## config.mk

```make
export PLATFORM = sky130hd
export DESIGN_NAME = nafir_ctrl
export DESIGN_NICKNAME = d
export VERILOG_FILES = /design/src/sv/nafir_pkg.sv /design/src/sv/nafir_ctrl.sv
export SDC_FILE = /design/constraint.sdc
export NUM_CORES = 1
export LEC_CHECK = 0
export ABC_AREA = 1
export BUFFER_PORTS_ARGS = -buffer_cell sky130_fd_sc_hd__buf_2
export CAP_MARGIN = 5
export CELL_PAD_IN_SITES_DETAIL_PLACEMENT = 0
export CELL_PAD_IN_SITES_GLOBAL_PLACEMENT = 1
export CORE_MARGIN = 4
export CORE_UTILIZATION = 28
export DETAILED_ROUTE_END_ITERATION = 10
export PLACE_DENSITY = 0.85
export SETUP_SLACK_MARGIN = 0.3
export SLEW_MARGIN = 20
export SYNTH_ARGS = -nofsm -noshare
export SYNTH_HDL_FRONTEND = slang
export SYNTH_SLANG_ARGS = --single-unit
export TNS_END_PERCENT = 100
```

## constraint.sdc

```tcl
create_clock -name i_clk -period 3.3 [get_ports i_clk]
set_clock_uncertainty 0.05 [all_clocks]
set_input_delay 0.99 -clock i_clk [delete_from_list [all_inputs] [get_ports i_clk]]
set_output_delay 0.99 -clock i_clk [all_outputs]
set_load 0.005 [all_outputs]
```

## src/sv/nafir_pkg.sv

```systemverilog
// shared types, constants and q15 helper functions for the nlms adaptive fir
`default_nettype none
package nafir_pkg;

    localparam int Q15_FRAC  = 15;
    localparam int DIV_STEPS = 15;

    localparam logic [1:0] CFG_TAP_COUNT     = 2'd0;
    localparam logic [1:0] CFG_LEARNING_RATE = 2'd1;
    localparam logic [1:0] CFG_NORMALIZE     = 2'd2;

    localparam logic [6:0]  RST_TAP_COUNT     = 7'd64;
    localparam logic [14:0] RST_LEARNING_RATE = 15'h0003;
    localparam logic        RST_NORMALIZE     = 1'b1;

    localparam logic OP_ADAPT = 1'b0;
    localparam logic OP_READ  = 1'b1;

    typedef struct packed {
        logic               op;
        logic signed [15:0] sample;
        logic signed [15:0] desired;
        logic [5:0]         tap_index;
    } t_in_item;

    typedef struct packed {
        logic signed [15:0] filter_output;
        logic signed [15:0] error_out;
        logic signed [15:0] tap_value;
    } t_out_item;

    typedef enum logic [3:0] {
        S_CLEAR,
        S_IDLE,
        S_PUSH,
        S_ARD,
        S_AMUL,
        S_AADD,
        S_ERR,
        S_URD,
        S_UM1,
        S_UM2,
        S_DIVI,
        S_DIV,
        S_UWR,
        S_ADONE,
        S_RRD,
        S_RDONE
    } t_state;

    typedef struct packed {
        logic clr_wr;
        logic load_in;
        logic push;
        logic mul;
        logic acc;
        logic err;
        logic um1;
        logic um2;
        logic div_init;
        logic div_step;
        logic uwr;
        logic sel_tap;
        logic out_adapt;
        logic out_read;
    } t_cmd;

    typedef struct packed {
        logic clr_last;
        logic k_done;
        logic div_last;
        logic out_busy;
        logic normalize;
    } t_sts;

    function automatic logic signed [15:0] sat16(input logic signed [31:0] v);
        logic signed [15:0] r;
        if (v > 32'sd32767) begin
            r = 16'sh7FFF;
        end else if (v < -32'sd32768) begin
            r = 16'sh8000;
        end else begin
            r = v[15:0];
        end
        return r;
    endfunction

    // q15 product, floor toward minus infinity, saturated
    function automatic logic signed [15:0] qmul(input logic signed [15:0] a,
                                                input logic signed [15:0] b);
        logic signed [31:0] p;
        p = a * b;
        return sat16(p >>> Q15_FRAC);
    endfunction

endpackage
`default_nettype wire

```

## src/sv/nafir_ctrl.sv

```systemverilog
// sequencer for the nlms adaptive fir: clear pass, filter pass, update pass, tap read
`default_nettype none
module nafir_ctrl (
    input  wire               i_clk,
    input  wire               i_rst_n,
    input  wire               i_in_valid,
    input  wire               i_in_op,
    input  nafir_pkg::t_sts   i_sts,
    output nafir_pkg::t_cmd   o_cmd,
    output logic              o_busy
);

    nafir_pkg::t_state r_state, n_state;

    always_ff @(posedge i_clk) begin
        if (!i_rst_n) begin
            r_state <= nafir_pkg::S_CLEAR;
        end else begin
            r_state <= n_state;
        end
    end

    always_comb begin
        n_state = r_state;
        o_cmd   = '0;
        o_busy  = 1'b1;
        case (r_state)
            nafir_pkg::S_CLEAR: begin
                o_cmd.clr_wr = 1'b1;
                if (i_sts.clr_last) n_state = nafir_pkg::S_IDLE;
            end
            nafir_pkg::S_IDLE: begin
                o_busy = 1'b0;
                if (i_in_valid) begin
                    o_cmd.load_in = 1'b1;
                    n_state = (i_in_op == nafir_pkg::OP_READ) ? nafir_pkg::S_RRD
                                                              : nafir_pkg::S_PUSH;
                end
            end
            nafir_pkg::S_PUSH: begin
                o_cmd.push = 1'b1;
                n_state = nafir_pkg::S_ARD;
            end
            nafir_pkg::S_ARD: begin
                n_state = i_sts.k_done ? nafir_pkg::S_ERR : nafir_pkg::S_AMUL;
            end
            nafir_pkg::S_AMUL: begin
                o_cmd.mul = 1'b1;
                n_state = nafir_pkg::S_AADD;
            end
            nafir_pkg::S_AADD: begin
                o_cmd.acc = 1'b1;
                n_state = nafir_pkg::S_ARD;
            end
            nafir_pkg::S_ERR: begin
                o_cmd.err = 1'b1;
                n_state = nafir_pkg::S_URD;
            end
            nafir_pkg::S_URD: begin
                n_state = i_sts.k_done ? nafir_pkg::S_ADONE : nafir_pkg::S_UM1;
            end
            nafir_pkg::S_UM1: begin
                o_cmd.um1 = 1'b1;
                n_state = nafir_pkg::S_UM2;
            end
            nafir_pkg::S_UM2: begin
                o_cmd.um2 = 1'b1;
                n_state = i_sts.normalize ? nafir_pkg::S_DIVI : nafir_pkg::S_UWR;
            end
            nafir_pkg::S_DIVI: begin
                o_cmd.div_init = 1'b1;
                n_state = nafir_pkg::S_DIV;
            end
            nafir_pkg::S_DIV: begin
                o_cmd.div_step = 1'b1;
                if (i_sts.div_last) n_state = nafir_pkg::S_UWR;
            end
            nafir_pkg::S_UWR: begin
                o_cmd.uwr = 1'b1;
                n_state = nafir_pkg::S_URD;
            end
            nafir_pkg::S_ADONE: begin
                if (!i_sts.out_busy) begin
                    o_cmd.out_adapt = 1'b1;
                    n_state = nafir_pkg::S_IDLE;
                end
            end
            nafir_pkg::S_RRD: begin
                o_cmd.sel_tap = 1'b1;
                n_state = nafir_pkg::S_RDONE;
            end
            nafir_pkg::S_RDONE: begin
                o_cmd.sel_tap = 1'b1;
                if (!i_sts.out_busy) begin
                    o_cmd.out_read = 1'b1;
                    n_state = nafir_pkg::S_IDLE;
                end
            end
            default: begin
                n_state = nafir_pkg::S_CLEAR;
            end
        endcase
    end

endmodule
`default_nettype wire

```

Word-level counts from Yosys, hierarchy flattened

Cells that the tools add are included.

Equal/unequal tests: 19
Multiplexer cells: 26
Reductions and logical operators: 6

Operator list:

| cell                 | number |
|---|---|
| $pmux W4 S13         | 1 |
| $eq A4 B4 Y1 const B | 8 |
| $mux W4              | 5 |
| $mux W1              | 17 |
| $eq A4 B3 Y1 const B | 4 |
| $eq A4 B2 Y1 const B | 2 |
| $ne A2 B2 Y1 const B | 4 |
| $reduce_or A2 Y1     | 4 |
| $mux W3              | 2 |
| $eq A4 B1 Y1 const B | 1 |
| $logic_not A4 Y1     | 1 |
| $reduce_and A4 Y1    | 1 |
| $mux W2              | 1 |

Bits in registers: 4
Logic and storage cells: 52

Longest topological paths before layout

Gate-level depths: netlist of the first run.

Depth after elaboration: 4
Mapped depth: 9

Worst setup path before layout of the first run

No wires, ideal clock.

Path kind: in2out
From: in i_sts[1] (netlist name)
To: out o_cmd[0] (netlist name)
Arrival time: 1.194 ns
Data required time: 2.260 ns
Path slack: 1.066 ns
Stages on the path: 1
Buffers on the path: 0
Cells stage by stage: nor3_1

Cells in the longest elaborated chain, start to end: 2

RTL lines:

| what               | RTL line         | RTL |
|---|---|---|
| start: declaration | nafir_ctrl.sv:8  | `input nafir_pkg::t_sts i_sts,` |
| $mux W1            | nafir_ctrl.sv:94 | `if (!i_sts.out_busy) begin` |
| $mux W1            | nafir_ctrl.sv:27 | `case (r_state)` |
| end: declaration   | nafir_ctrl.sv:9  | `output nafir_pkg::t_cmd o_cmd,` |

No other way between the ends.

==> results.sh, run 1 <==
export IMPL_outcome="finished, final reports clean"
export IMPL_power_switching_w=0.000205
export IMPL_synth_cell_types=16
export IMPL_port_buffers=23
export IMPL_grt_max_degree=10
export IMPL_cap_violations=0
export IMPL_tightest_slew_ns=0.311
export IMPL_core_um2=1520
export IMPL_fmax_mhz=409
export IMPL_hpwl_um=1100
export IMPL_cp_start_kind="primary input"
export IMPL_wl_met1_um=604
export IMPL_power_w=0.000403
export IMPL_drive_gt1_frac=0.348
export IMPL_end_kind="primary output"
export IMPL_startpoint="i_sts[1]"
export IMPL_syn_area_um2=454
export IMPL_num_rows=14
export IMPL_power_density_nw_per_um2=664
export IMPL_drt_iter0_markers=11
export IMPL_p_int_w=0.000198
export IMPL_rr_startpoint="r_state[0]$_SDFFE_PN0P_"
export IMPL_ys_seq_area_frac=0.176
export IMPL_cts_root_buf="clkbuf_4"
export IMPL_syn_to_final_growth_pct=33.6
export IMPL_synth_area_per_cell_um2=5.22
export IMPL_clockBufferDepth=2
export IMPL_synth_top_family_by_area="simple AND/OR/NAND/NOR gates"
export IMPL_dieArea_um2=2330
export IMPL_postCtsSetupBuffers=0
export IMPL_clkPwrFrac=0.147
export IMPL_fp_dieH_um=48.3
export IMPL_p_leak_nw=0.375
export IMPL_rsz0062_at_grt="no"
export IMPL_place_congestion=0.784
export IMPL_yosys_area_share_simple=0.540
export IMPL_synthCells=87
export IMPL_route_vias_total=614
export IMPL_antenna_found_initial=0
export IMPL_wirelength_um=1290
export IMPL_via_per_inst=4.80
export IMPL_initial_core_util=0.298
export IMPL_maxSlewHeadroom=0.792
export IMPL_cts_sinks=4
export IMPL_cts_hold_buf=0
export IMPL_ys_ff_latch=4
export IMPL_cts_tree="yes"
export IMPL_design_portCount=24
export IMPL_min_from="r_state[1]$_SDFFE_PN0P_"
export IMPL_met2_length_um=589
export IMPL_grt_pass1_wl_um=2160
export IMPL_arrival_ns=1.41
export IMPL_synth_compound_area_frac=0.140
export IMPL_top_regs="r_state x4"
export IMPL_switching_share=0.508
export IMPL_grt_overflow=0
export IMPL_fin_nets=123
export IMPL_wl_met3_um=91
export IMPL_final_cell_count_no_fill=128
export IMPL_hold_path_class="flip-flop to flip-flop"
export IMPL_die_w_um=48.3
export IMPL_worstSetupPathType="primary input to primary output"
export IMPL_synthMuxAreaShare=0
export IMPL_globalRouteTotalUtil=0.134
export IMPL_ant_nets=0
export IMPL_critPathRequiredTime_ns=2.26
export IMPL_vdd_drop_max_mv=0.312
export IMPL_antennaDiodeCount=0
export IMPL_seqPwrFrac=0.242
export IMPL_cp_max_fo=3
export IMPL_post_route_period_util=0.741
export IMPL_synthesis_nets=96
export IMPL_fin_crit_ns=2.45
export IMPL_synth_fa_ha_area_frac=0
export IMPL_drtPass1Iterations=4
export IMPL_clk_pin_slew_ns=0.03
export IMPL_highest_layer="met4"
export IMPL_top_register="r_state"
export IMPL_slew_violations=0
export IMPL_hold_viol_final=0
export IMPL_post_cts_resize_count=0
export IMPL_setup_viol=0
export IMPL_synth_xor_area_share=0
export IMPL_largest_reg_flops=4
export IMPL_yosysWarnings=0
export IMPL_post_drt_wl_per_cell_um=10.1
export IMPL_drc=0
export IMPL_cts_max_level=1
export IMPL_finalSetupTns_ns=0
export IMPL_p_comb_frac=0.611
export IMPL_cts_made_buffers=3
export IMPL_grt_pass1_vias=528
export IMPL_clock_latency_ns=0.23
export IMPL_dp_cells=125
## synth_stat cells, drive strengths merged
library cell	count	share of area
a21oi	5	0.063
buf	1	0.011
dfxtp	4	0.18
inv	16	0.13
nand2	23	0.22
nand3	5	0.055
nand3b	2	0.033
nor2	23	0.21
nor3	2	0.022
o211ai	2	0.033
o21ai	4	0.044
## cells by family (layout without fill, tap and decap cells)
family / count (synthesis) / in the layout
flip-flops: 4 / 4
AND/OR/NAND/NOR: 55 / 55
buffers and inverters: 17 / 42
AO/OA/AOI/OAI: 11 / 11
## per-layer routing
| metal | GRT usage | vias up |
|---|---|---|
| met5 | 0 | - |
| li1 | - | 323 |
| met1 | 0.167 | 273 |
| met2 | 0.219 | 16 |
| met4 | 0.0161 | 0 |
| met3 | 0.0590 | 2 |
## power groups by stage
stage          registers (W)  clock network [W]  logic [W]
6_report           0.0000975          0.0000595   0.000246
5_1_grt             0.000102          0.0000699   0.000282
4_1_cts            0.0000979          0.0000644   0.000249
3_5_place_dp       0.0000987                  0   0.000248
3_3_place_gp       0.0000982                  0   0.000246
2_1_floorplan      0.0000812                  0   0.000191
## worst paths after layout
check	to	slack [ns]	cells after the start
max	o_cmd[1]	0.85	3
min	r_state[1]$_SDFFE_PN0P_	0.58	2
max reg2reg	r_state[3]$_SDFFE_PN0P_	1.89	7
min reg2reg	r_state[1]$_SDFFE_PN0P_	0.58	2
## critical path, cell delays in order
cell and delay, ns:
buf_2 0.11, nor3_1 0.17, buf_2 0.14
## layout make-up
| cell class | count | area [um2] |
|---|---|---|
| multi-input combinational | 66 | 309 |
| tap | 16 | 20.0 |
| clock buffer | 3 | 22.5 |
| fill | 181 | 917 |
| timing repair buffer | 23 | 115 |
| inverter | 16 | 60.1 |
| sequential | 4 | 80.1 |
## layout by cell type (no fill, tap or decap)
cell	n
clkbuf_4	3
nor3_1	2
a21oi_1	4
nor2_2	3
a21oi_2	1
nand2_1	17
o21ai_0	3
nand2_2	6
o211ai_1	2
dfxtp_1	4
nand3_1	5
nor2_1	20
buf_2	23
inv_1	13
inv_2	3
o21ai_1	1
nand3b_1	2
## metrics by stage
| step | cell area, um2 | util | hold WS [ns] | worst slack (ns) |
|---|---|---|---|---|
| after detailed placement | 584 | 0.383 | 0.579 | 0.845 |
| after global placement | 584 | 0.383 | 0.569 | 0.872 |
| after CTS | 607 | 0.398 | 0.583 | 0.839 |
| after global routing | 607 | 0.398 | 0.625 | 0.792 |
| after floorplan | 454 | - | 0.512 | 1.07 |
| final | 607 | 0.398 | 0.577 | 0.855 |
Power figures use the tool's default switching activity.
==> run 2: changes to the inputs <==
CORE_UTILIZATION = 26   (was 28)
PLACE_DENSITY = 0.8   (was 0.85)
clock period = 2.4 ns   (was 3.3 ns; I/O delays follow)
==> run 2 against run 1 <==
First-iteration DRC count grew 18%. Die area increased by 6.4%. Via count down 5.9%. Register-to-register slack got worse by 0.84 ns. Worst hold slack worse by 0.051 ns. Non-clock buffer count stayed put. Sequential share of layout area up 0.48 points. Highest routed layer is now met3.
==> results.sh, run 2 (synthesis gave the netlist of run 1 again) <==
export IMPL_end_kind="primary output"
export IMPL_p_leak_nw=0.376
export IMPL_gr_usage_met3=0.0392
export IMPL_grt_max_degree=10
export IMPL_p_int_w=0.000279
export IMPL_fp_dieH_um=49.8
export IMPL_grt_overflow=0
export IMPL_whs_ns=0.526
export IMPL_port_buffers=23
export IMPL_die_w_um=49.8
export IMPL_worstSetupPathType="flip-flop to primary output"
export IMPL_drive_gt1_frac=0.384
export IMPL_busiest_layer="met2"
export IMPL_cts_made_buffers=3
export IMPL_preCtsSetupSlack_ns=0.460
export IMPL_hold_path_class="flip-flop to flip-flop"
export IMPL_vdd_drop_max_mv=0.503
export IMPL_cap_violations=0
export IMPL_tightest_slew_ns=0.282
export IMPL_setup_viol=0
export IMPL_seqPwrFrac=0.246
export IMPL_slew_violations=0
export IMPL_top_register="r_state"
export IMPL_largest_reg_flops=4
export IMPL_clkPwrFrac=0.147
export IMPL_num_rows=14
export IMPL_core_um2=1580
export IMPL_initial_core_util=0.288
export IMPL_fmax_mhz=512
export IMPL_grt_pass1_vias=545
export IMPL_fin_crit_ns=1.95
export IMPL_finalSetupTns_ns=0
export IMPL_place_area_um2=584
export IMPL_antenna_found_initial=0
export IMPL_use_met1=0.152
export IMPL_fin_nets=123
export IMPL_cts_hold_buf=0
export IMPL_drt_iter0_markers=13
export IMPL_drtPass1Iterations=4
export IMPL_final_cell_mix="23 x buf_2, 19 x nor2_1, 17 x nand2_1"
export IMPL_route_vias_total=578
export IMPL_place_congestion=0.815
export IMPL_ant_nets=0
export IMPL_dieArea_um2=2480
export IMPL_rsz0062_at_grt="no"
export IMPL_via_per_inst=4.52
export IMPL_p_comb_frac=0.607
export IMPL_cp_max_fo=7
export IMPL_finish_instance_area_um2=613
export IMPL_cp_start_kind="flip-flop"
export IMPL_cts_sinks=4
export IMPL_outcome="finished, final reports clean"
export IMPL_critPathRequiredTime_ns=1.63
export IMPL_power_density_nw_per_um2=917
export IMPL_post_drt_wl_per_cell_um=9.93
export IMPL_clk_pin_slew_ns=0.04
export IMPL_switching_share=0.503
export IMPL_hold_viol_final=0
export IMPL_clock_latency_ns=0.23
export IMPL_globalRouteTotalUtil=0.117
export IMPL_cts_max_level=1
export IMPL_design_portCount=24
export IMPL_grt_use_met2=0.185
export IMPL_cts_tree="yes"
export IMPL_maxSlewHeadroom=0.812
export IMPL_wirelength_um=1270
export IMPL_syn_to_final_growth_pct=35.0
export IMPL_antennaDiodeCount=0
export IMPL_final_common_cell="buf_2"
export IMPL_top_regs="r_state x4"
export IMPL_cts_root_buf="clkbuf_4"
export IMPL_grt_pass1_wl_um=2290
export IMPL_post_route_period_util=0.814
export IMPL_setup_ws_ns=0.446
export IMPL_hpwl_um=1090
export IMPL_power_switching_w=0.000283
export IMPL_arrival_ns=1.18
export IMPL_clockBufferDepth=2
export IMPL_drc=0
## run 2: metrics by stage
stage | std cells | util | power, W
2_1_floorplan | 87 | - | 0.000375
3_3_place_gp | 125 | 0.371 | 0.000475
3_5_place_dp | 125 | 0.371 | 0.000477
4_1_cts | 128 | 0.385 | 0.000563
5_1_grt | 128 | 0.389 | 0.000631
6_report | 128 | 0.389 | 0.000562
## run 2: timing repair
item,CTS,global route
resized for setup,0,4
endpoints found under the hold margin,0,0
setup endpoints to repair,0,6
setup buffers,0,0
## run 2: cell type report
class	count	area, um2
Timing Repair Buffer	23	115
Inverter	16	60.1
Fill cell	188	963
Multi-Input combinational cell	66	312
Clock buffer	3	22.5
Sequential cell	4	83.8
Tap cell	16	20.0
## run 2: worst max-delay path, cell delays in order, from the launching register on
cell and delay [ns]:
dfxtp_1 0.47, nand2_2 0.14, nor3_1 0.20, buf_2 0.14
## run 2: final timing paths
path,startpoint,endpoint,slack [ns],cells after the start
max reg2reg,r_state[3]$_SDFFE_PN0P_,r_state[3]$_SDFFE_PN0P_,1.05,7
max,r_state[3]$_SDFFE_PN0P_,o_cmd[1],0.45,3
min,r_state[1]$_SDFFE_PN0P_,r_state[1]$_SDFFE_PN0P_,0.53,2
min reg2reg,r_state[1]$_SDFFE_PN0P_,r_state[1]$_SDFFE_PN0P_,0.53,2
## run 2: routing by layer
layer,vias to the layer above,part of all wire
met5,-,0
met1,238,0.48
met4,0,0
met2,20,0.44
met3,0,0.077
li1,320,-
## run 2: power by group through the flow
stage / clock (W) / sequential [W] / combinational (W)
after floorplan: 0 / 0.000112 / 0.000263
after global placement: 0 / 0.000135 / 0.000340
after detailed placement: 0 / 0.000135 / 0.000342
after CTS: 0.0000858 / 0.000134 / 0.000343
after global routing: 0.0000915 / 0.000145 / 0.000395
final: 0.0000824 / 0.000138 / 0.000341
==> run 3: changes to the inputs <==
clock period = 2 ns   (was 2.4 ns; I/O delays follow)
==> run 3 against run 2 <==
Die area is the same. Core utilization grew 9.6 points. Final cell count grew 7.0%. Sequential share of layout area shrank 1.2 points. Clock power grew 23%. Sequential power grew 31%. Worst hold slack gained 0.021 ns. Critical path depth grew 2. Flip-flop and latch count is the same. Register-to-register slack lost 0.41 ns. Non-clock buffer count grew 9. Combinational power grew 77%. Critical path type unchanged. Highest routed layer unchanged.
==> results.sh, run 3 (synthesis gave the netlist of run 1 again) <==
export IMPL_cp_endpoint="o_cmd[3]"
export IMPL_setup_viol=0
export IMPL_cts_made_buffers=3
export IMPL_crit_slowest_cell="dfxtp_4"
export IMPL_clockBufferDepth=2
export IMPL_antennaDiodeCount=0
export IMPL_p_leak_nw=0.434
export IMPL_tightest_slew_ns=0.163
export IMPL_final_common_cell="buf_2"
export IMPL_regArea_um2=95.1
export IMPL_outcome="finished, final reports clean"
export IMPL_wirelength_um=1390
export IMPL_dieArea_um2=2480
export IMPL_antenna_found_initial=0
export IMPL_top_register="r_state"
export IMPL_initial_core_util=0.288
export IMPL_critPathBufInv=3
export IMPL_crit_family="flip-flops"
export IMPL_maxSlewHeadroom=0.891
export IMPL_fmax_mhz=577
export IMPL_finalSetupTns_ns=0
export IMPL_cp_max_fo=5
export IMPL_route_vias_total=630
export IMPL_critPathRequiredTime_ns=1.35
export IMPL_cts_max_level=1
export IMPL_largest_reg_flops=4
export IMPL_cts_sinks=4
export IMPL_num_rows=14
export IMPL_drc=0
export IMPL_globalRouteTotalUtil=0.123
export IMPL_drive_gt1_frac=0.545
export IMPL_startpoint="r_state[0]$_SDFFE_PN0P_"
export IMPL_vdd_drop_max_mv=0.520
export IMPL_ant_nets=0
export IMPL_final_cell_mix="23 x buf_2, 15 x nand2_1, 12 x nor2_1"
export IMPL_syn_to_final_growth_pct=68.3
export IMPL_slew_violations=0
export IMPL_fp_dieH_um=49.8
export IMPL_rsz0062_at_grt="yes"
export IMPL_fill_cells=164
export IMPL_dp_cells=127
export IMPL_port_buffers=23
export IMPL_top_regs="r_state x4"
export IMPL_worstSetupPathType="flip-flop to primary output"
export IMPL_clock_latency_ns=0.24
export IMPL_grt_pass1_wl_um=2390
export IMPL_final_cell_count_no_fill=137
export IMPL_grt_max_degree=8
export IMPL_cap_violations=0
export IMPL_grt_pass1_vias=578
export IMPL_arrival_ns=1.08
export IMPL_r2r_end="r_state[0]$_SDFFE_PN0P_"
export IMPL_drt_iter0_markers=6
export IMPL_cp_start_kind="flip-flop"
export IMPL_rr_startpoint="r_state[0]$_SDFFE_PN0P_"
export IMPL_cp_slowest_stage_delay_ns=0.36
export IMPL_post_route_period_util=0.867
export IMPL_hold_viol_final=0
export IMPL_reg2reg_depth=9
export IMPL_fin_crit_ns=1.73
export IMPL_power_density_nw_per_um2=1160
export IMPL_core_um2=1580
export IMPL_worstSetupPathDepth=5
export IMPL_design_portCount=24
export IMPL_r2r_slack_ns=0.64
export IMPL_end_kind="primary output"
export IMPL_grt_overflow=0
export IMPL_multi_input_area_um2=369
export IMPL_hold_path_class="primary input to flip-flop"
export IMPL_fin_nets=132
export IMPL_cts_root_buf="clkbuf_4"
export IMPL_hpwl_um=1090
export IMPL_drtPass1Iterations=4
export IMPL_clk_pin_slew_ns=0.04
export IMPL_via_per_inst=4.60
export IMPL_cts_hold_buf=0
export IMPL_post_drt_wl_per_cell_um=10.2
export IMPL_die_w_um=49.8
export IMPL_place_congestion=0.868
export IMPL_cts_tree="yes"
export IMPL_path_cells="buf_6 -> nor2_4 -> inv_2 -> nor2_2 -> buf_2"
[run 3: tightest hold or removal path: cells and delay by family]
family                 cells  cell delay, ns
AO/OA/AOI/OAI              1            0.03
AND/OR/NAND/NOR            1            0.05
buffers and inverters      1            0.10
[run 3: how the worst min path moves through the flow]
stage / from / end / slack, ns / cells past startpoint
after global placement: r_state[0]$_SDFFE_PN0P_ / r_state[2]$_SDFFE_PN0P_ / 0.62 / 2
after detailed placement: r_state[0]$_SDFFE_PN0P_ / r_state[2]$_SDFFE_PN0P_ / 0.60 / 2
after CTS: i_rst_n / r_state[0]$_SDFFE_PN0P_ / 0.54 / 3
final: i_rst_n / r_state[0]$_SDFFE_PN0P_ / 0.55 / 3
after global routing: i_rst_n / r_state[0]$_SDFFE_PN0P_ / 0.58 / 3
after floorplan: r_state[1]$_SDFFE_PN0P_ / r_state[1]$_SDFFE_PN0P_ / 0.51 / 2
[run 3: stage by stage]
| step | setup WS (ns) | hold slack [ns] | instance area [um2] | total power, W | util |
|---|---|---|---|---|---|
| CTS | 0.240 | 0.538 | 729 | 0.000836 | 0.463 |
| floorplan | 0.485 | 0.512 | 454 | 0.000450 | - |
| finish | 0.266 | 0.547 | 764 | 0.000888 | 0.485 |
| detailed placement | 0.315 | 0.597 | 599 | 0.000590 | 0.380 |
| global route | 0.192 | 0.575 | 764 | 0.000980 | 0.485 |
| global placement | 0.323 | 0.617 | 599 | 0.000589 | 0.380 |
[run 3: layer usage]
| layer | track usage | vias up | share of wire |
|---|---|---|---|
| met1 | 0.145 | 273 | 0.45 |
| li1 | - | 340 | - |
| met5 | 0 | - | 0 |
| met3 | 0.0512 | 0 | 0.059 |
| met2 | 0.207 | 17 | 0.49 |
| met4 | 0.0276 | 0 | 0 |
[run 3: final cells by class]
cell class                      instances  share of cell area
Multi-Input combinational cell         66               0.483
Tap cell                               16              0.0262
Sequential cell                         4               0.124
Clock buffer                            3              0.0295
Inverter                               16              0.0884
Timing Repair Buffer                   32               0.249
[run 3: where the power goes]
group          switching (W)  internal, W  total [W]
combinational       0.000337     0.000269   0.000605
sequential         0.0000599     0.000121   0.000181
clock              0.0000341    0.0000672   0.000101
total               0.000431     0.000457   0.000888
[run 3: timing repair]
item	in CTS	in global routing
setup buffers	6	1
resized for setup	23	11
endpoints found under the setup margin	15	14
pin swaps	4	6
